--- src/rtl/assert_macros.svh ---
// ----------------------------------------------------------------------------
// assertion macros
// shared wrappers for concurrent checks, empty when SYNTH is defined
// ----------------------------------------------------------------------------
`ifndef ASSERT_MACROS_SVH
`define ASSERT_MACROS_SVH

`ifndef SYNTH

// property must hold at every clock edge outside reset
`define ASSERT_PROP(lbl, clk, rstn, prop) \
    lbl: assert property (@(posedge clk) disable iff (!(rstn)) prop) \
        else $error("assertion failed");

// condition must never be seen at a clock edge outside reset
`define ASSERT_NEVER(lbl, clk, rstn, cond) \
    lbl: assert property (@(posedge clk) disable iff (!(rstn)) !(cond)) \
        else $error("forbidden condition seen");

`else

`define ASSERT_PROP(lbl, clk, rstn, prop)
`define ASSERT_NEVER(lbl, clk, rstn, cond)

`endif

`endif

--- src/rtl/mrvex_pkg.sv ---
// ----------------------------------------------------------------------------
// mrvex_pkg
// types and constants shared by the execute stage and its memories
// ----------------------------------------------------------------------------
package mrvex_pkg;

    // default data memory depth in 32-bit words
    localparam int MRVEX_MEM_WORDS = 4096;

    // major opcodes
    localparam logic [6:0] OPC_LOAD   = 7'h03;
    localparam logic [6:0] OPC_STORE  = 7'h23;
    localparam logic [6:0] OPC_IMM    = 7'h13;
    localparam logic [6:0] OPC_REG    = 7'h33;
    localparam logic [6:0] OPC_LUI    = 7'h37;
    localparam logic [6:0] OPC_JALR   = 7'h67;
    localparam logic [6:0] OPC_SYSTEM = 7'h73;

    // sub-operation codes
    localparam logic [2:0] F3_BYTE    = 3'd0;
    localparam logic [2:0] F3_WORD    = 3'd2;
    localparam logic [2:0] F3_BYTE_U  = 3'd4;
    localparam logic [2:0] F3_ADD     = 3'd0;
    localparam logic [2:0] F3_JALR    = 3'd0;
    localparam logic [2:0] F3_PRIV    = 3'd0;
    localparam logic [6:0] F7_BASE    = 7'd0;
    localparam logic [11:0] F12_EBREAK = 12'd1;

    // decoded instruction kind
    typedef enum logic [3:0] {
        K_BAD,
        K_LW,
        K_LBU,
        K_SW,
        K_SB,
        K_ADDI,
        K_ADD,
        K_LUI,
        K_JALR,
        K_EBREAK
    } kind_t;

    // input word
    typedef struct packed {
        logic [6:0]         opcode;
        logic [2:0]         funct3;
        logic [6:0]         funct7;
        logic [11:0]        funct12;
        logic [4:0]         dest_reg;
        logic [4:0]         src1_reg;
        logic [4:0]         src2_reg;
        logic signed [31:0] immediate;
        logic [31:0]        current_pc;
    } in_t;

    // result word
    typedef struct packed {
        logic        status;
        logic        reg_written;
        logic [31:0] write_value;
        logic        jump_taken;
        logic [31:0] jump_target;
        logic        halted;
    } out_t;

    // per-stage instruction state behind the execute stage
    typedef struct packed {
        kind_t       kind;
        logic [4:0]  rd;
        logic        wr;
        logic [31:0] val;
        logic [31:0] sdata;
        logic [1:0]  lane;
        logic [31:0] target;
    } pipe_t;

    // register file write port
    typedef struct packed {
        logic        we;
        logic [4:0]  addr;
        logic [31:0] data;
    } rf_wr_t;

endpackage

--- src/rtl/mrvex_idx_reduce.sv ---
// ----------------------------------------------------------------------------
// mrvex_idx_reduce
// two-stage reduction of a word address modulo MEM_WORDS: reciprocal
// multiply for a quotient estimate, then back-multiply, subtract, correct
// ----------------------------------------------------------------------------
module mrvex_idx_reduce
    import mrvex_pkg::*;
#(
    parameter int MEM_WORDS = MRVEX_MEM_WORDS,
    parameter int IDX_W     = $clog2(MEM_WORDS)
) (
    input  logic             aclk,
    input  logic             en,
    input  logic [29:0]      word_addr,
    output logic [IDX_W-1:0] idx
);

    localparam int WA    = 30;
    localparam int RECIP = (2 ** WA) / MEM_WORDS;
    localparam int RW    = $clog2(RECIP + 1);
    localparam int NW    = $clog2(MEM_WORDS + 1);

    logic [WA-1:0]    x1_reg;
    logic [WA-1:0]    x2_reg;
    logic [RW-1:0]    q2_reg;
    logic [WA+RW-1:0] prod;
    logic [RW+NW-1:0] qn;
    logic [WA-1:0]    rem;
    logic [IDX_W:0]   rem_c;

    // quotient estimate, low by at most one
    assign prod = (WA+RW)'(x1_reg) * (WA+RW)'(RW'(RECIP));

    always_ff @(posedge aclk) begin
        if (en) begin
            x1_reg <= word_addr;
            x2_reg <= x1_reg;
            q2_reg <= prod[WA+RW-1:WA];
        end
    end

    // remainder below twice the depth, one conditional subtract
    assign qn    = (RW+NW)'(q2_reg) * (RW+NW)'(NW'(MEM_WORDS));
    assign rem   = x2_reg - WA'(qn);
    assign rem_c = rem[IDX_W:0];
    assign idx   = (rem_c >= (IDX_W+1)'(MEM_WORDS))
                   ? IDX_W'(rem_c - (IDX_W+1)'(MEM_WORDS))
                   : IDX_W'(rem_c);

endmodule

--- config.mk ---
export PLATFORM = sky130hd
export DESIGN_NAME = mrvex_idx_reduce
export DESIGN_NICKNAME = d
export VERILOG_FILES = /design/src/rtl/assert_macros.svh /design/src/rtl/mrvex_pkg.sv /design/src/rtl/mrvex_idx_reduce.sv
export SDC_FILE = /design/constraint.sdc
export NUM_CORES = 1
export LEC_CHECK = 0
export BUFFER_PORTS_ARGS = -buffer_cell sky130_fd_sc_hd__buf_4
export CORE_ASPECT_RATIO = 0.9
export CORE_MARGIN = 2
export CORE_UTILIZATION = 40
export CTS_CLUSTER_DIAMETER = 120
export DETAILED_ROUTE_END_ITERATION = 6
export HOLD_SLACK_MARGIN = 0.1
export PLACE_DENSITY_LB_ADDON = 0.1
export SYNTH_ARGS = -nofsm -noshare
export SYNTH_HDL_FRONTEND = slang
export SYNTH_SLANG_ARGS = --single-unit
--- constraint.sdc ---
create_clock -name aclk -period 0.8 [get_ports aclk]
set_input_delay 0.16 -clock aclk [delete_from_list [all_inputs] [get_ports aclk]]
set_output_delay 0.16 -clock aclk [all_outputs]
set_load 0.1 [all_outputs]
* Word level (Yosys, flattened, before mapping)
Index checks and enable logic that the tools add are counted. Widths: inputs -> output; s select.
Operators by class: add/subtract/negate cells 2, multiply operators 2, order comparisons 1, multiplexer cells 1
Operators by type and width (count):
- $mul 30x31->31 const B | 1
- $mul 19x20->1 const B | 1
- $ge 13x13->1 const B | 1
- $sub 13x13->13 | 1
- $mux 12 | 1
- $sub 12x1->12 const B | 1
Word-level totals: register bits after elaboration 62, input port bits 32, output and inout port bits 12, word-level logic and storage cells 9

* Logic depth before layout (Yosys ltp)
Gate-level depths: netlist (run 1).
depth in word-level cells 4, gate-level depth with buffers 0, mapped depth without buffers 0

* Worst setup path after synthesis (run 1)
No wires, ideal clock.
kind flip-flop to output port, start point register x2_reg[0], end point output idx[0], arrival time 904 ps, required time 640 ps, slack -264 ps, stages on the path, launching flop included 1, path buffers 0, cell sequence edfxtp_1
On the way: cells in the longest elaborated chain, start to end 3, elaborated cells between the ends (all ways) 4, those cells by class add/sub: 2; order compare: 1; mux: 1
Ends and longest elaborated chain:
- start, declared | RTL line mrvex_idx_reduce.sv:24 | logic [WA-1:0] x2_reg;
- start signal, assigned | RTL line mrvex_idx_reduce.sv:37 | x2_reg <= x1_reg;
- $sub 13x13->13 * | RTL line mrvex_idx_reduce.sv:44 | assign rem = x2_reg - WA'(qn);
- $sub 12x1->12 / $ge 13x13->1 (equally long branches) | RTL line mrvex_idx_reduce.sv:47, mrvex_idx_reduce.sv:46
- $mux 12 * | RTL line mrvex_idx_reduce.sv:47 | ? IDX_W'(rem_c - (IDX_W+1)'(MEM_WORDS))
- end, declared | RTL line mrvex_idx_reduce.sv:15 | output logic [IDX_W-1:0] idx
Mark *: on every way between the ends. The rest lies on a longest branch, timed or not.

* Final worst setup path (run 1)
start point register x2_reg[9], end point output idx[9]
The elaborated chain is that of the path after synthesis.

==> impl_metrics.yaml, run 1 <==
power_and_ir_drop:
  power.internal_mw: 1.82
  netSwitchingPower_mw: 0.687
  power-per-cell-area_nw_per_um2: 2220
  clkPwrFrac_pct: 19.3
  post-layout-total-power_mw: 2.51
  total_leakage_power_nw: 0.435
  sw_frac_of_total_pct: 27.4
  p_comb_share_pct: 20.0
  vdd.ir_drop.worst_mv: 1.48
  seqPwrFrac_pct: 60.7
final_layout:
  final_layout_size_suffix_gt1_share_pct: 43.8
  insertedDiodeCount: 0
  nets: 98
  layout_commonest_cell: "edfxtp_1"
  multi_input_comb_area_um2: 0
  area_growth_syn_to_layout_pct: 56.8
  num-multi-input-gates: 0
  most-common-layout-cells: "edfxtp_1 (24), buf_4 (13), dlygate4sd3_1 (12)"
  final_cell_area_um2: 1130
  fill_cells: 124
  fin_util_pct: 67.2
route:
  dr_total_vias: 361
  drt_drc_violations_left: 0
  wl_per_cell_um: 12.5
  finalWirelength_mm: 1.10
  drc_marker_count_from_the_first_detailed_route_iteration: 0
  antenna_violating_nets_post_route: 0
  avgViaCountPerCell: 4.10
  first_pass_iters: 1
setup_path:
  cp_slowest_stage_delay_ns: 0.42
  critPathLaunchType: "flop"
  cp-endpoint: "idx[9]"
  timing.critical_path.required_ns: 0.64
  path_class: "reg2out"
  timing.critical_path.arrival_ns: 0.91
  setup.reg_to_reg.worst_slack_ns: 0.16
  worst_r2r_startpoint: "x1_reg[5]"
  worst_r2r_endpoint: "x2_reg[5]"
  critical-path-slowest-cell: "edfxtp_1"
  critical_path.cell_chain: "buf_8"
  buffers_inverters_on_critical_path: 1
  worst_setup_ep_type: "output port"
  cp.depth: 1
  worstRegToRegCells: 0
  critical_path.startpoint: "x2_reg[9]"
  path_delay_family: "flip-flops"
  timing.critical_path.fanout_max: 1
die:
  floorplan.initialDensity_pct: 42.9
  core_area_um2: 1680
  die-area_um2: 2160
  top_level_port_count: 44
  num_rows: 14
  chipHeight_um: 44.3
  die_x_um: 48.7
clocking:
  clock_sinks: 24
  ctsRootBufferMaster: "clkbuf_4"
  clkLatencyLatePin_ns: 0.29
  clock_tree.htree_level_count: 1
  clockBufferDepth: 2
  cts_tree: "built"
  cts_made_buffers: 3
  post_cts_buffers: 0
  clk_transition_reported_paths_ns: 0.12
timing:
  post-route-period-util_pct: 133
  relSlewSlack_pct: 80.3
  rsz0062_at_grt: "yes"
  setup_viol: 12
  drv_slew: 0
  worst-slew-pin-transition_ns: 0.296
  layout_min_cycle_time_ns: 1.07
  layout_setup_ws_ns: -0.267
  finalHoldViolCount: 0
  clock.fmax_ghz: 0.938
  fin_worst_skew_ns: 0.000352
logic_synthesis:
  post_synth.cell_area_avg_um2: 30.0
  synthesis.nets: 56
  sequential_cell_area_fraction_in_the_yosys_report_pct: 100
  ys_warn_count: 0
  synth.ff_latch_count: 24
  postSynthCellCount: 24
  syn-cell-area_um2: 721
  number_of_distinct_library_cell_variants_in_the_gate_level_netlist_after_synthesis: 1
hold_path:
  hold_path_class: "in2reg"
place:
  gpl.final_weighted_congestion: 0.646
  pre_cts_slack_ns: 0.0229
  place.port_buffers: 25
  placed_cell_area_um2: 938
global_routing:
  grt_start_max_net_pins: 25
  grt_pass1_wl_mm: 1.60
  number_of_antenna_violations_at_the_first_check_in_global_routing: 0
  first_global_vias: 376
  grt_overflow_total: 0
  grt.total_usage_pct: 10.4
status:
  violations_in_the_final_reports: "setup timing"
  run_status: "finished, violations left"
flow_run:
  drv.max_cap_violation_count: 0
-- kinds of logic (layout without fill, tap and decap cells) --
logic type             Yosys count  in the layout  share of synthesized area (%)
flip-flops                      24             24                            100
buffers and inverters            0             40                              0
-- synthesized netlist by cell type (all sizes together) --
| cell | count | area [um2] |
|---|---|---|
| edfxtp | 24 | 721 |
-- power by group through the flow --
stage | registers, mW | logic [mW] | clock network [mW]
2_1_floorplan | 1.83 | 0 | 0
3_3_place_gp | 1.54 | 0.423 | 0
3_5_place_dp | 1.54 | 0.426 | 0
4_1_cts | 1.52 | 0.498 | 0.501
5_1_grt | 1.53 | 0.513 | 0.554
6_report | 1.52 | 0.500 | 0.484
-- cell type report --
type                  instances  area (um2)  area share [%]
Clock buffer                  3        22.5            1.99
Timing Repair Buffer         37         357            31.6
Sequential cell              24         721            63.8
Tap cell                     24        30.0            2.66
-- per-layer routing --
| metal | share of wire, % | wire length (um) | GRT usage [%] |
|---|---|---|---|
| met3 | 4.6 | 51 | 3.04 |
| met5 | 0 | 0 | 0 |
| met1 | 37 | 404 | 9.84 |
| met4 | 0 | 0 | 3.43 |
| met2 | 59 | 647 | 21.6 |
-- timing repair --
item	in CTS	in global routing
resized for setup	12	1
cloned	0	0
endpoints found under the setup margin	12	12
endpoints found under the hold margin	12	0
hold buffers	12	0
-- worst min path at each step --
stage               depth (start not counted)  slack, ns   endpoint          from
detailed placement                          1       0.34  x1_reg[1]  word_addr[1]
floorplan                                   0       0.26  x1_reg[0]  word_addr[0]
global route                                1       0.27  x2_reg[0]            en
CTS                                         1       0.26  x1_reg[0]            en
finish                                      1       0.27  x1_reg[1]            en
global placement                            1       0.34  x1_reg[4]  word_addr[4]
-- through the flow --
stage | TNS [ns] | instances | hold slack, ns
after floorplan | -3.17 | 24 | 0.259
after global placement | 0 | 73 | 0.338
after detailed placement | 0 | 73 | 0.339
after CTS | -3.20 | 88 | 0.261
after global routing | -3.56 | 88 | 0.267
final | -3.05 | 88 | 0.272
No activity file was read; power rests on OpenSTA's default activity.
==> inputs of run 2 (changes only) <==
CELL_PAD_IN_SITES_DETAIL_PLACEMENT = 0   (was default)
CELL_PAD_IN_SITES_GLOBAL_PLACEMENT = 1   (was default)
CORE_UTILIZATION = 35   (was 40)
clock period = 1.3 ns   (was 0.8 ns; I/O delays follow)
==> impl_metrics.yaml, run 2 (synthesis gave the netlist of run 1 again) <==
power_and_ir_drop:
  sw_frac_of_total_pct: 27.5
  vdd.ir_drop.worst_mv: 0.638
  seqPwrFrac_pct: 62.5
  total_leakage_power_nw: 0.369
  p_comb_share_pct: 17.5
  clkPwrFrac_pct: 20.0
  power-per-cell-area_nw_per_um2: 1550
  power.internal_mw: 1.08
  netSwitchingPower_mw: 0.410
final_layout:
  fill_cells: 167
  final_layout_size_suffix_gt1_share_pct: 53.8
  num-multi-input-gates: 0
  layout_commonest_cell: "buf_4"
  multi_input_comb_area_um2: 0
  most-common-layout-cells: "buf_4 (25), edfxtp_1 (24), clkbuf_4 (3)"
  nets: 86
  insertedDiodeCount: 0
  final_cell_area_um2: 962
  area_growth_syn_to_layout_pct: 33.5
clocking:
  count_of_instances_resized_after_the_clock_tree_is_built: 0
  clkLatencyLatePin_ns: 0.30
  cts_tree: "built"
  post_cts_buffers: 0
  holdBufCountCts: 0
  clock_sinks: 24
  cts_made_buffers: 3
  clockBufferDepth: 2
  ctsRootBufferMaster: "clkbuf_4"
  clk_transition_reported_paths_ns: 0.12
  clock_tree.htree_level_count: 1
die:
  core_area_um2: 1930
  top_level_port_count: 44
  die-area_um2: 2440
  num_rows: 15
  chipHeight_um: 47.1
  die_x_um: 51.8
  floorplan.initialDensity_pct: 37.3
setup_path:
  worst_setup_ep_type: "output port"
  buffers_inverters_on_critical_path: 1
  cp_slowest_stage_delay_ns: 0.35
  timing.critical_path.arrival_ns: 0.94
  critical_path.cell_chain: "buf_4"
  timing.critical_path.required_ns: 1.04
  critPathLaunchType: "flop"
  critical-path-slowest-cell: "edfxtp_1"
  timing.critical_path.fanout_max: 1
  path_delay_family: "flip-flops"
  path_class: "reg2out"
timing:
  clock.fmax_ghz: 0.835
  rsz0062_at_grt: "no"
  layout_min_cycle_time_ns: 1.20
  drv_slew: 0
  layout_setup_ws_ns: 0.102
  relSlewSlack_pct: 81.1
  setup_viol: 0
  fin_worst_skew_ns: 0.00683
  worst-slew-pin-transition_ns: 0.284
  post-route-period-util_pct: 92.1
  fin_setup_tns_ns: 0
  finalHoldViolCount: 0
global_routing:
  grt_pass1_wl_mm: 1.26
  first_global_vias: 315
  number_of_antenna_violations_at_the_first_check_in_global_routing: 0
  grt_start_max_net_pins: 25
  grt_overflow_total: 0
  grt.total_usage_pct: 7.70
hold_path:
  hold_path_class: "in2reg"
place:
  pre_cts_slack_ns: 0.425
  placed_cell_area_um2: 940
  place.port_buffers: 25
  gpl.final_weighted_congestion: 0.583
route:
  drt_drc_violations_left: 0
  wl_per_cell_um: 11.4
  drc_marker_count_from_the_first_detailed_route_iteration: 14
  finalWirelength_um: 879
  avgViaCountPerCell: 4.18
  first_pass_iters: 2
  antenna_violating_nets_post_route: 0
  dr_total_vias: 322
flow_run:
  drv.max_cap_violation_count: 0
status:
  run_status: "finished clean"
==> run 2: changes by cell type in the layout (fill, tap and decap cells not counted), sizes merged <==
cell,previous run,this run
dlygate4sd3,12,0
==> run 2: layout make-up <==
| type | count | area, um2 | area share, % |
|---|---|---|---|
| Sequential cell | 24 | 721 | 74.9 |
| Clock buffer | 3 | 22.5 | 2.34 |
| Tap cell | 25 | 31.3 | 3.25 |
| Timing Repair Buffer | 25 | 188 | 19.5 |
==> run 2: routing by layer <==
metal,up-vias,share of wire [%],GRT usage [%]
li1,153,-,-
met1,155,34,7.68
met2,14,60,13.9
met3,0,6.3,2.87
met4,0,0,4.74
met5,-,0,0
==> run 2: final timing paths <==
check | from | to | slack, ns | depth (start not counted)
worst max-delay path | x2_reg[1] | idx[1] | 0.10 | 1
worst max register to register | x1_reg[7] | x2_reg[7] | 0.67 | 0
worst min-delay path | word_addr[5] | x1_reg[5] | 0.13 | 1
worst min register to register | x1_reg[8] | x2_reg[8] | 0.43 | 0
==> run 2: power groups by stage <==
stage | Sequential, mW | Combinational, mW | Clock, mW
floorplan | 1.13 | 0 | 0
global placement | 0.945 | 0.261 | 0
detailed placement | 0.950 | 0.262 | 0
CTS | 0.932 | 0.262 | 0.315
global route | 0.934 | 0.266 | 0.346
finish | 0.930 | 0.260 | 0.298
==> run 2: through the flow <==
step	total power, mW	hold WS [ns]	utilization [%]	cells
6_report	1.49	0.127	49.8	77
5_1_grt	1.55	0.102	49.8	77
4_1_cts	1.51	0.114	49.8	77
3_5_place_dp	1.21	0.405	48.6	74
3_3_place_gp	1.21	0.404	48.6	74
2_1_floorplan	1.13	0.359	-	24
