$ cat src/rtl/assert_macros.svh
// ----------------------------------------------------------------------------
// assertion macros
// shared wrappers for concurrent checks, empty when SYNTH is defined
// ----------------------------------------------------------------------------
`ifndef ASSERT_MACROS_SVH
`define ASSERT_MACROS_SVH

`ifndef SYNTH

// property must hold at every clock edge outside reset
`define ASSERT_PROP(lbl, clk, rstn, prop) \
    lbl: assert property (@(posedge clk) disable iff (!(rstn)) prop) \
        else $error("assertion failed");

// condition must never be seen at a clock edge outside reset
`define ASSERT_NEVER(lbl, clk, rstn, cond) \
    lbl: assert property (@(posedge clk) disable iff (!(rstn)) !(cond)) \
        else $error("forbidden condition seen");

`else

`define ASSERT_PROP(lbl, clk, rstn, prop)
`define ASSERT_NEVER(lbl, clk, rstn, cond)

`endif

`endif

$ cat src/rtl/mrvex_pkg.sv
// ----------------------------------------------------------------------------
// mrvex_pkg
// types and constants shared by the execute stage and its memories
// ----------------------------------------------------------------------------
package mrvex_pkg;

    // default data memory depth in 32-bit words
    localparam int MRVEX_MEM_WORDS = 4096;

    // major opcodes
    localparam logic [6:0] OPC_LOAD   = 7'h03;
    localparam logic [6:0] OPC_STORE  = 7'h23;
    localparam logic [6:0] OPC_IMM    = 7'h13;
    localparam logic [6:0] OPC_REG    = 7'h33;
    localparam logic [6:0] OPC_LUI    = 7'h37;
    localparam logic [6:0] OPC_JALR   = 7'h67;
    localparam logic [6:0] OPC_SYSTEM = 7'h73;

    // sub-operation codes
    localparam logic [2:0] F3_BYTE    = 3'd0;
    localparam logic [2:0] F3_WORD    = 3'd2;
    localparam logic [2:0] F3_BYTE_U  = 3'd4;
    localparam logic [2:0] F3_ADD     = 3'd0;
    localparam logic [2:0] F3_JALR    = 3'd0;
    localparam logic [2:0] F3_PRIV    = 3'd0;
    localparam logic [6:0] F7_BASE    = 7'd0;
    localparam logic [11:0] F12_EBREAK = 12'd1;

    // decoded instruction kind
    typedef enum logic [3:0] {
        K_BAD,
        K_LW,
        K_LBU,
        K_SW,
        K_SB,
        K_ADDI,
        K_ADD,
        K_LUI,
        K_JALR,
        K_EBREAK
    } kind_t;

    // input word
    typedef struct packed {
        logic [6:0]         opcode;
        logic [2:0]         funct3;
        logic [6:0]         funct7;
        logic [11:0]        funct12;
        logic [4:0]         dest_reg;
        logic [4:0]         src1_reg;
        logic [4:0]         src2_reg;
        logic signed [31:0] immediate;
        logic [31:0]        current_pc;
    } in_t;

    // result word
    typedef struct packed {
        logic        status;
        logic        reg_written;
        logic [31:0] write_value;
        logic        jump_taken;
        logic [31:0] jump_target;
        logic        halted;
    } out_t;

    // per-stage instruction state behind the execute stage
    typedef struct packed {
        kind_t       kind;
        logic [4:0]  rd;
        logic        wr;
        logic [31:0] val;
        logic [31:0] sdata;
        logic [1:0]  lane;
        logic [31:0] target;
    } pipe_t;

    // register file write port
    typedef struct packed {
        logic        we;
        logic [4:0]  addr;
        logic [31:0] data;
    } rf_wr_t;

endpackage

$ cat src/rtl/mrvex_regfile.sv
// ----------------------------------------------------------------------------
// mrvex_regfile
// 32 x 32 register file, two registered read ports and one write port;
// entries read as zero until written, x0 is never written
// ----------------------------------------------------------------------------
module mrvex_regfile
    import mrvex_pkg::*;
(
    input  logic        aclk,
    input  logic        aresetn,
    input  logic        en,
    input  logic [4:0]  raddr1,
    input  logic [4:0]  raddr2,
    input  rf_wr_t      wr,
    output logic [31:0] rdata1,
    output logic [31:0] rdata2
);

    logic [31:0] mem [32];
    logic [31:0] written_reg;
    logic [31:0] rd1_reg;
    logic [31:0] rd2_reg;
    logic [4:0]  ra1_reg;
    logic [4:0]  ra2_reg;
    logic        v1_reg;
    logic        v2_reg;
    logic        lw_valid_reg;
    logic [4:0]  lw_addr_reg;
    logic [31:0] lw_data_reg;

    // storage write
    always_ff @(posedge aclk) begin
        if (wr.we) begin
            mem[wr.addr] <= wr.data;
        end
    end

    // registered reads
    always_ff @(posedge aclk) begin
        if (en) begin
            rd1_reg <= mem[raddr1];
            rd2_reg <= mem[raddr2];
            ra1_reg <= raddr1;
            ra2_reg <= raddr2;
            v1_reg  <= written_reg[raddr1];
            v2_reg  <= written_reg[raddr2];
            lw_addr_reg <= wr.addr;
            lw_data_reg <= wr.data;
        end
    end

    // written flags and same-edge write tracking
    always_ff @(posedge aclk) begin
        if (!aresetn) begin
            written_reg  <= '0;
            lw_valid_reg <= 1'b0;
        end else begin
            if (wr.we) begin
                written_reg[wr.addr] <= 1'b1;
            end
            if (en) begin
                lw_valid_reg <= wr.we;
            end
        end
    end

    // a write at the read edge wins over the stale array word
    always_comb begin
        priority if (lw_valid_reg && lw_addr_reg == ra1_reg) begin
            rdata1 = lw_data_reg;
        end else if (v1_reg) begin
            rdata1 = rd1_reg;
        end else begin
            rdata1 = '0;
        end
        priority if (lw_valid_reg && lw_addr_reg == ra2_reg) begin
            rdata2 = lw_data_reg;
        end else if (v2_reg) begin
            rdata2 = rd2_reg;
        end else begin
            rdata2 = '0;
        end
    end

endmodule

$ cat config.mk
export PLATFORM = sky130hd
export DESIGN_NAME = mrvex_regfile
export DESIGN_NICKNAME = d
export VERILOG_FILES = /design/src/rtl/assert_macros.svh /design/src/rtl/mrvex_pkg.sv /design/src/rtl/mrvex_regfile.sv
export SDC_FILE = /design/constraint.sdc
export NUM_CORES = 1
export LEC_CHECK = 0
export BUFFER_PORTS_ARGS = -buffer_cell sky130_fd_sc_hd__buf_2
export CELL_PAD_IN_SITES_DETAIL_PLACEMENT = 1
export CELL_PAD_IN_SITES_GLOBAL_PLACEMENT = 1
export CORE_UTILIZATION = 40
export CTS_CLUSTER_SIZE = 24
export DETAILED_ROUTE_END_ITERATION = 10
export PLACE_DENSITY = 0.74
export SYNTH_ARGS = -nofsm -noshare
export SYNTH_HDL_FRONTEND = slang
export SYNTH_SLANG_ARGS = --single-unit
$ cat constraint.sdc
create_clock -name aclk -period 2.9 [get_ports aclk]
set_input_delay 0.58 -clock aclk [delete_from_list [all_inputs] [get_ports aclk]]
set_output_delay 0.58 -clock aclk [all_outputs]
set_load 0.02 [all_outputs]
==> Word-level counts from Yosys, hierarchy flattened <==
Memories as Yosys holds them, arrays and structs flattened. A register that Yosys moved wholly into a read port is not among the register bits.
Cells that the tools add are included.
{ "totals": {"reg_bits": 82, "ramBits": 1024, "in_bits": 51, "out_inout_bits": 64, "elab_cells": 31, "memories": 1} }
{ "op_classes": {"n_lt_le_gt_ge": 4, "n_eq_ne": 2, "mux": 12, "n_bitwise": 1, "reduce_logical": 3} }
{ "mem_list": {"columns": ["name", "depth", "word_bits", "rd", "rd_clocked_by_memory_dff", "write_ports", "line", "source"], "rows": [
  ["mem", 32, 32, 2, 2, 1, "mrvex_regfile.sv:19", "logic [31:0] mem [32];"]
]} }
{ "ops": {"columns": ["op", "count"], "rows": [
  ["32-bit 2-to-1 mux", 4],
  ["32-bit bitwise OR", 1],
  ["5-bit by 6-bit < comparator with 1-bit output (second input constant)", 3],
  ["1-bit binary-select mux with 5-bit select", 2],
  ["5-bit == test", 2],
  ["1-bit demux with 5-bit select", 1],
  ["5-bit by 1-bit greater-or-equal comparator with 1-bit output (second input constant)", 1],
  ["1-bit 2-to-1 mux", 5],
  ["1-bit logical AND", 3]
]} }

==> Depth between registers and ports, before layout <==
Gate-level depths: netlist (run 1).
{ "depth": {"word_depth": 5, "mapped_depth": 8, "ltp_nobuf": 5} }

==> Least setup slack after synthesis (run 1) <==
Ideal clock, no wire load.
{ "synth_path": {"path_kind": "input-to-reg", "start": "in wr[32] (netlist bit)", "end": "mem mem[12][0], enable pin", "setup_ps": 423, "t_arrival_ps": 2532, "required_ps": 2477, "path_slack_ps": -54, "cell_stages": 3, "n_path_buf": 1, "path_cell_list": "or3b_1 > clkbuf_1 > nor2_1"} }
{ "synth_lines": {"columns": ["item", "line", "source"], "rows": [
  ["from (decl)", "mrvex_regfile.sv:14", "input rf_wr_t wr,"],
  ["to (decl)", "mrvex_regfile.sv:19", null]
]} }
No word-level cell before the write port.

==> Worst setup path after layout (run 1) <==
{ "layout_path": {"start": "reg lw_addr_reg[2]", "end": "out rdata2[17]"} }
{ "layout_via": {"elab_chain_cells": 3} }
{ "layout_rtl": {"columns": ["item", "line", "source"], "rows": [
  ["from (decl)", "mrvex_regfile.sv:28", "logic [4:0] lw_addr_reg;"],
  ["from (signal assigned)", "mrvex_regfile.sv:47", "lw_addr_reg <= wr.addr;"],
  ["5-bit == test", "mrvex_regfile.sv:76", "priority if (lw_valid_reg && lw_addr_reg == ra2_reg) begin"],
  ["1-bit logical AND", "mrvex_regfile.sv:76", null],
  ["32-bit 2-to-1 mux", "mrvex_regfile.sv:76", null],
  ["to (decl)", "mrvex_regfile.sv:16", "output logic [31:0] rdata2"]
]} }
Every way passes these cells.

==> results by group, run 1 <==
Run status
  • Status: finished, violations left
  • Failing checks: setup timing

Timing
  • Final Worst Setup Slack: -490 ps
  • Achievable Freq: 0.295 GHz
  • Crit path time final: 3390 ps
  • Slew Limit Fails: 0
  • Relative slew slack: 0.457
  • Final hold vios: 0
  • Worst Tran Pin Value: 814 ps
  • Unrepaired setup endpoints after global routing: true
  • Worst Skew: 24.4 ps
  • Final Setup Violations: 64
  • Tcrit/Tclk final: 1.17
  • WHS: 90.8 ps

Synth
  • Avg Cell Area, Syn: 14.3 um^2
  • FFs w/ async S/R, synth: 0
  • Area contributors post-synth: edfxtp_1, mux2i_1, a22oi_1
  • Seq cells post-synth: 1170
  • Post-synthesis net count: 3859
  • Leading area contributor after synthesis: edfxtp_1
  • Ys flop type: edfxtp_1
  • EDFF count, synth: 1137
  • Count leader, synth: edfxtp_1
  • Cell variety after synth: 36
  • Synth top cells by count: edfxtp_1, mux2i_1, a22oi_1
  • Top cell type's share of synthesized area: 0.627
  • Syn Inst Count: 3808
  • Cell Area, Synth: 0.0544 mm^2
  • Yosys warnings: 0
  • Sequential area share after synthesis: 0.639

Finish
  • Max FFs per register: 1024
  • Reg area: 0.0348 mm^2
  • Largest reg by FF count: mem
  • Filler cell count: 13100
  • Ratio of cells with drive above 1 in the final layout: 0.170
  • P&R area growth vs syn: 18.8%
  • Area of the multi-input gates: 0.0188 mm^2
  • Final #Nets: 4086

Setup path
  • Reg-to-Reg End: rd1_reg[15]$_DFFE_PP_
  • Critical path endpoint: rdata2[17]
  • Worst EP arrival: 2810 ps
  • Reg-to-reg setup timing slack: 1260 ps
  • Critical R2R Launch: mem[1][15]$_DFFE_PP_
  • Setup CP Type: flop to output pin
  • CP Launch Point: lw_addr_reg[2]$_DFFE_PP_
  • Worst Setup Start Kind: flop
  • CP endpoint kind: output pin
  • R2R depth: 5
  • CP required: 2320 ps
  • Worst-path maximum fanout: 6

GRT
  • Largest net degree at the start of global routing: 53
  • Initial antenna violation count: 24
  • Number of global-route vias before repair: 38800
  • All-layer global routing usage: 0.284
  • Gr ovfl total: 0
  • Global-route wire length before repair: 279000 um

Clocking
  • Clk_lat worst skew: 770 ps
  • Clock Path Buffers: 3
  • Cts bufs inserted: 131
  • Cts hold-fix bufs: 0
  • TritonCTS clock tree: done
  • Clock slew seen by the registers of the worst setup and hold paths: 60 ps
  • Root buffer cell: clkbuf_16
  • H-tree levels: 4
  • Clock sinks: 1170

Floorplanning
  • Die W: 371 um
  • Starting Density: 0.405
  • Full die area: 0.138 mm^2
  • IO Count: 115
  • Die H: 371 um
  • Row cnt: 134
  • Core area: 0.134 mm^2

Power
  • Maximum VDD drop: 0.000595 V
  • PwrDens: 609 mW/mm^2
  • P_leak: 23.9 nW

Placed design
  • GPL Wtd Cong: 0.828
  • Setup slack at placement: 306 ps
  • DP HPWL: 114000 um
  • Port buffer count: 114

Drt
  • DR vias: 37600
  • DRC violations left: 0
  • Final wirelength: 200000 um
  • Vias/cell: 6.35
  • Final ANT Viol Nets: 0
  • First DRT Iteration DRCs: 4498
  • Wirelength per Cell: 33.8 um
  • First-pass DRT Iterations: 6

Min path
  • Min-Delay Path Class: input pin to flop

Job
  • Max-cap violations: 0
[area by class of cell]
type                            instances  area share
Sequential cell                      1170       0.538
Multi-Input combinational cell       2348       0.291
Timing Repair Buffer                  384      0.0714
Clock buffer                          165      0.0551
Tap cell                             1768      0.0342
Clock inverter                         71     0.00998
Antenna cell                            8    0.000310
[metrics by stage]
step            util  std cells  setup TNS [ps]  cell area (um^2)  power [W]
2_1_floorplan      -       3808          -15780             54400     0.0213
3_3_place_gp   0.439       5634               0             58900     0.0228
3_5_place_dp   0.439       5634               0             58900     0.0229
4_1_cts        0.479       5900          -20720             64300     0.0394
5_1_grt        0.481       5910          -27520             64700     0.0402
6_report       0.482       5914          -24440             64700     0.0394
[what timing repair did]
action / in CTS / in global routing
buffers inserted: 18 / 7
setup endpoints to repair: 64 / 64
gates cloned: 13 / 3
pin swaps: 30 / 17
resized for setup: 219 / 90
[layer usage]
layer,up-vias,GRT usage,part of all wire
li1,15500,-,-
met1,19500,0.365,0.39
met2,2055,0.458,0.47
met3,482,0.0596,0.091
met4,12,0.131,0.043
met5,-,0,0.00037
[worst min-delay path by stage]
stage                            startpoint                            to  slack (ps)  cells past startpoint
5_1_grt                              wr[33]      lw_addr_reg[1]$_DFFE_PP_          70                      1
6_report                             wr[32]      lw_addr_reg[0]$_DFFE_PP_          90                      1
3_3_place_gp   written_reg[12]$_SDFFE_PN0P_  written_reg[12]$_SDFFE_PN0P_         470                      1
2_1_floorplan   written_reg[0]$_SDFFE_PN0P_   written_reg[0]$_SDFFE_PN0P_         460                      1
3_5_place_dp    written_reg[6]$_SDFFE_PN0P_   written_reg[6]$_SDFFE_PN0P_         480                      1
4_1_cts                              wr[33]      lw_addr_reg[1]$_DFFE_PP_          40                      1
[kinds of logic (layout without fill, tap and decap cells)]
logic type / count (synthesis) / in the layout / share of synthesized area
xor gates and xnor gates: 10 / 10 / 0.00161
muxes: 1057 / 1057 / 0.194
buffers and inverters: 291 / 620 / 0.0303
other: 0 / 8 / 0
AOI/OAI and AO/OA: 657 / 657 / 0.0824
and+or+nand+nor: 623 / 624 / 0.0521
DFF: 1170 / 1170 / 0.639
[cells in the final DEF, fill, tap and decap left out, types with 6 or more instances in the layout]
cell type   instances
o21ai_4            14
buf_2              52
a21oi_1           132
nor3_1             33
buf_12            112
buf_16             11
nand2_4            16
o21ai_2            28
o21a_1             32
diode_2             8
a22o_1             66
clkinv_1           29
nand4_1            33
nand2_1           222
clkbuf_16         139
clkinv_2           14
clkinvlp_4          6
nand3_1           233
buf_4             156
mux2i_1          1057
o21ai_1            17
dfxtp_1            33
a31oi_1            33
a22oi_1           330
clkbuf_1           25
bufinv_16           9
nor2_4             35
xor2_1              7
buf_6              47
nand2_2            24
edfxtp_1         1137
inv_6               6
[worst max-delay path, stage by stage (launching register included)]
cell and delay [ps]:
edfxtp_1 460, xor2_1 260, nor4_4 280, and3_4 300, buf_12 180, buf_16 180, buf_6 120, nand2_4 50
o21ai_2 60, buf_6 130
[report_power, final]
| group | total, W | internal (W) | switching [W] |
|---|---|---|---|
| Combinational | 0.00367 | 0.00132 | 0.00235 |
| Sequential | 0.0191 | 0.0189 | 0.000225 |
| Clock | 0.0166 | 0.00954 | 0.00704 |
| Total | 0.0394 | 0.0298 | 0.00961 |
Note: power is estimated with default switching activity, not from simulation.
==> run 2, diff against run 1 <==
- GPL_TIMING_DRIVEN: unset -> 0
==> results by group, run 2 (same netlist as run 1, synthesis figures left out) <==
Run status
  • Status: finished, violations left
  • Failing checks: setup timing

Finish
  • Ratio of cells with drive above 1 in the final layout: 0.165 (-0.00556)
  • Reg area: 0.0348 mm^2 (unchanged)
  • Area of the multi-input gates: 0.0190 mm^2 (+0.86%)
  • Most common cell after layout, fill and taps aside: edfxtp_1
  • Largest reg by FF count: mem
  • Commonest cells after routing, fill and taps aside: edfxtp_1, mux2i_1, a22oi_1
  • Final #Nets: 4172 (+2.1%)
  • Max FFs per register: 1024 (unchanged)
  • Filler cell count: 13200 (+0.83%)
  • Finished Cell Area: 0.0642 mm^2 (-0.71%)
  • P&R area growth vs syn: 17.9%

Clocking
  • Clock sinks: 1170 (unchanged)
  • TritonCTS clock tree: done
  • Clock slew seen by the registers of the worst setup and hold paths: 60 ps (about the same)
  • Clk_lat worst skew: 780 ps (about the same)
  • Cts bufs inserted: 133 (+1.5%)
  • Clock Path Buffers: 3 (unchanged)
  • H-tree levels: 4 (unchanged)
  • Root buffer cell: clkbuf_16
  • Cts hold-fix bufs: 0 (unchanged)

Job
  • Max-cap violations: 0 (unchanged)

Floorplanning
  • Row cnt: 134 (unchanged)
  • Starting Density: 0.405 (unchanged)
  • Full die area: 0.138 mm^2 (unchanged)
  • IO Count: 115 (unchanged)
  • Core area: 0.134 mm^2 (unchanged)
  • Die H: 371 um (unchanged)
  • Die W: 371 um (unchanged)

Setup path
  • Worst EP arrival: 2890 ps (+80 ps)
  • Delay of the slowest critical-path stage: 500 ps (+40 ps)
  • Slowest cell on the critical path: edfxtp_1
  • CP endpoint kind: output pin
  • Worst-path maximum fanout: 5 (-1)
  • Setup CP Type: flop to output pin
  • Delay-heaviest family, CP: buffers and inverters
  • CP required: 2320 ps (about the same)
  • Worst Setup Start Kind: flop
  • Critical R2R Launch: mem[6][10]$_DFFE_PP_
  • Buffers and inverters on the worst path: 5 (+1)
  • CP Launch Point: ra1_reg[2]$_DFFE_PP_
  • Worst-path cell chain: xor2_1 > nor4_1 > and3_1 > buf_12 > buf_12 > buf_16 > buf_6 > nand2_4 > o21ai_2 > buf_6

Power
  • P_leak: 23.7 nW (-0.54%)
  • PwrDens: 617 mW/mm^2 (+1.3%)
  • Power Total: 0.0396 W (+0.63%)
  • Maximum VDD drop: 0.000659 V (+11%)

Timing
  • Final Setup Violations: 65 (+1.6%)
  • Relative slew slack: 0.0875 (-0.370)
  • Slew Limit Fails: 0 (unchanged)
  • Crit path time final: 3470 ps (+77.3 ps)
  • Worst Tran Pin Value: 1370 ps (+554 ps)
  • Worst Skew: 29.8 ps (+5.40 ps)
  • Final Worst Setup Slack: -567 ps (-77.3 ps)
  • Final hold vios: 0 (unchanged)
  • WHS: 46.1 ps (-44.6 ps)
  • TNS Setup: -28430 ps (-3990 ps)
  • Unrepaired setup endpoints after global routing: true
  • Tcrit/Tclk final: 1.20 (+0.0266)
  • Achievable Freq: 0.288 GHz (-2.2%)

Drt
  • Wirelength per Cell: 36.2 um (+7.3%)
  • Final ANT Viol Nets: 0 (unchanged)
  • First DRT Iteration DRCs: 5220 (+16%)
  • DRC violations left: 0 (unchanged)
  • First-pass DRT Iterations: 6 (unchanged)
  • Final wirelength: 217000 um (+8.7%)
  • DR vias: 38900 (+3.4%)
  • Vias/cell: 6.49 (+2.1%)

Placed design
  • DP HPWL: 148000 um (+29%)
  • Port buffer count: 113 (-0.88%)
  • Setup slack at placement: -792 ps (-1100 ps)
  • Post-place instance area: 0.0582 mm^2 (-1.3%)
  • GPL Wtd Cong: 0.919 (+11%)

Min path
  • Min-Delay Path Class: input pin to flop
  • Hold Startpoint: wr[32]

GRT
  • Largest net degree at the start of global routing: 83 (+57%)
  • Global-route wire length before repair: 297000 um (+6.2%)
  • All-layer global routing usage: 0.309 (+0.0255)
  • Gr ovfl total: 0 (unchanged)
  • Initial antenna violation count: 25 (+4.2%)
  • Number of global-route vias before repair: 39700 (+2.3%)
run 2: path summary, 6_finish.rpt:
kind                                                     end  slack [ps]  cells past startpoint
worst min-delay path                lw_addr_reg[0]$_DFFE_PP_          50                      1
worst max register to register         rd1_reg[10]$_DFFE_PP_         930                      5
worst max-delay path                              rdata1[24]        -570                     10
worst min register to register  written_reg[29]$_SDFFE_PN0P_         490                      1
run 2: worst reg2reg max path, cell delays in order (launching register included):
cell	delay [ps]
edfxtp_1	380
mux2i_1	170
a22o_1	180
nor3_1	60
a31oi_1	580
nand3_1	280
run 2: metal layers:
metal  vias to the layer above  wire length, um  track usage
li1                      15700                -            -
met1                     20100            83300        0.397
met2                      2443            98900        0.482
met3                       635            21900       0.0710
met4                        14            12800        0.172
met5                         -              198            0
run 2: report_power, final:
part	total, W	internal (W)	leakage, nW	switching [W]
clock network	0.0166	0.00944	2.03	0.00713
logic	0.00397	0.00124	11.1	0.00272
registers	0.0191	0.0189	10.6	0.000190
run 2: area by class of cell:
cell class | instances | share of cell area
multi-input cells | 2347 | 0.295
clock buffers | 173 | 0.0565
flip-flops and latches | 1170 | 0.542
plain buffers | 291 | 0.0292
clock inverters | 58 | 0.00799
well taps | 1768 | 0.0345
diodes | 5 | 0.000195
repair buffers | 178 | 0.0342
run 2: metrics by stage:
stage,std cells,util
2_1_floorplan,3808,-
3_3_place_gp,5689,0.426
3_5_place_dp,5723,0.433
4_1_cts,5977,0.474
5_1_grt,5985,0.478
6_report,5990,0.478
run 2: repair_timing:
action | in CTS | in global routing
setup endpoints to repair | 64 | 71
buffers inserted | 12 | 11
resized for setup | 310 | 124
cloned | 11 | 2
pin swaps | 40 | 25
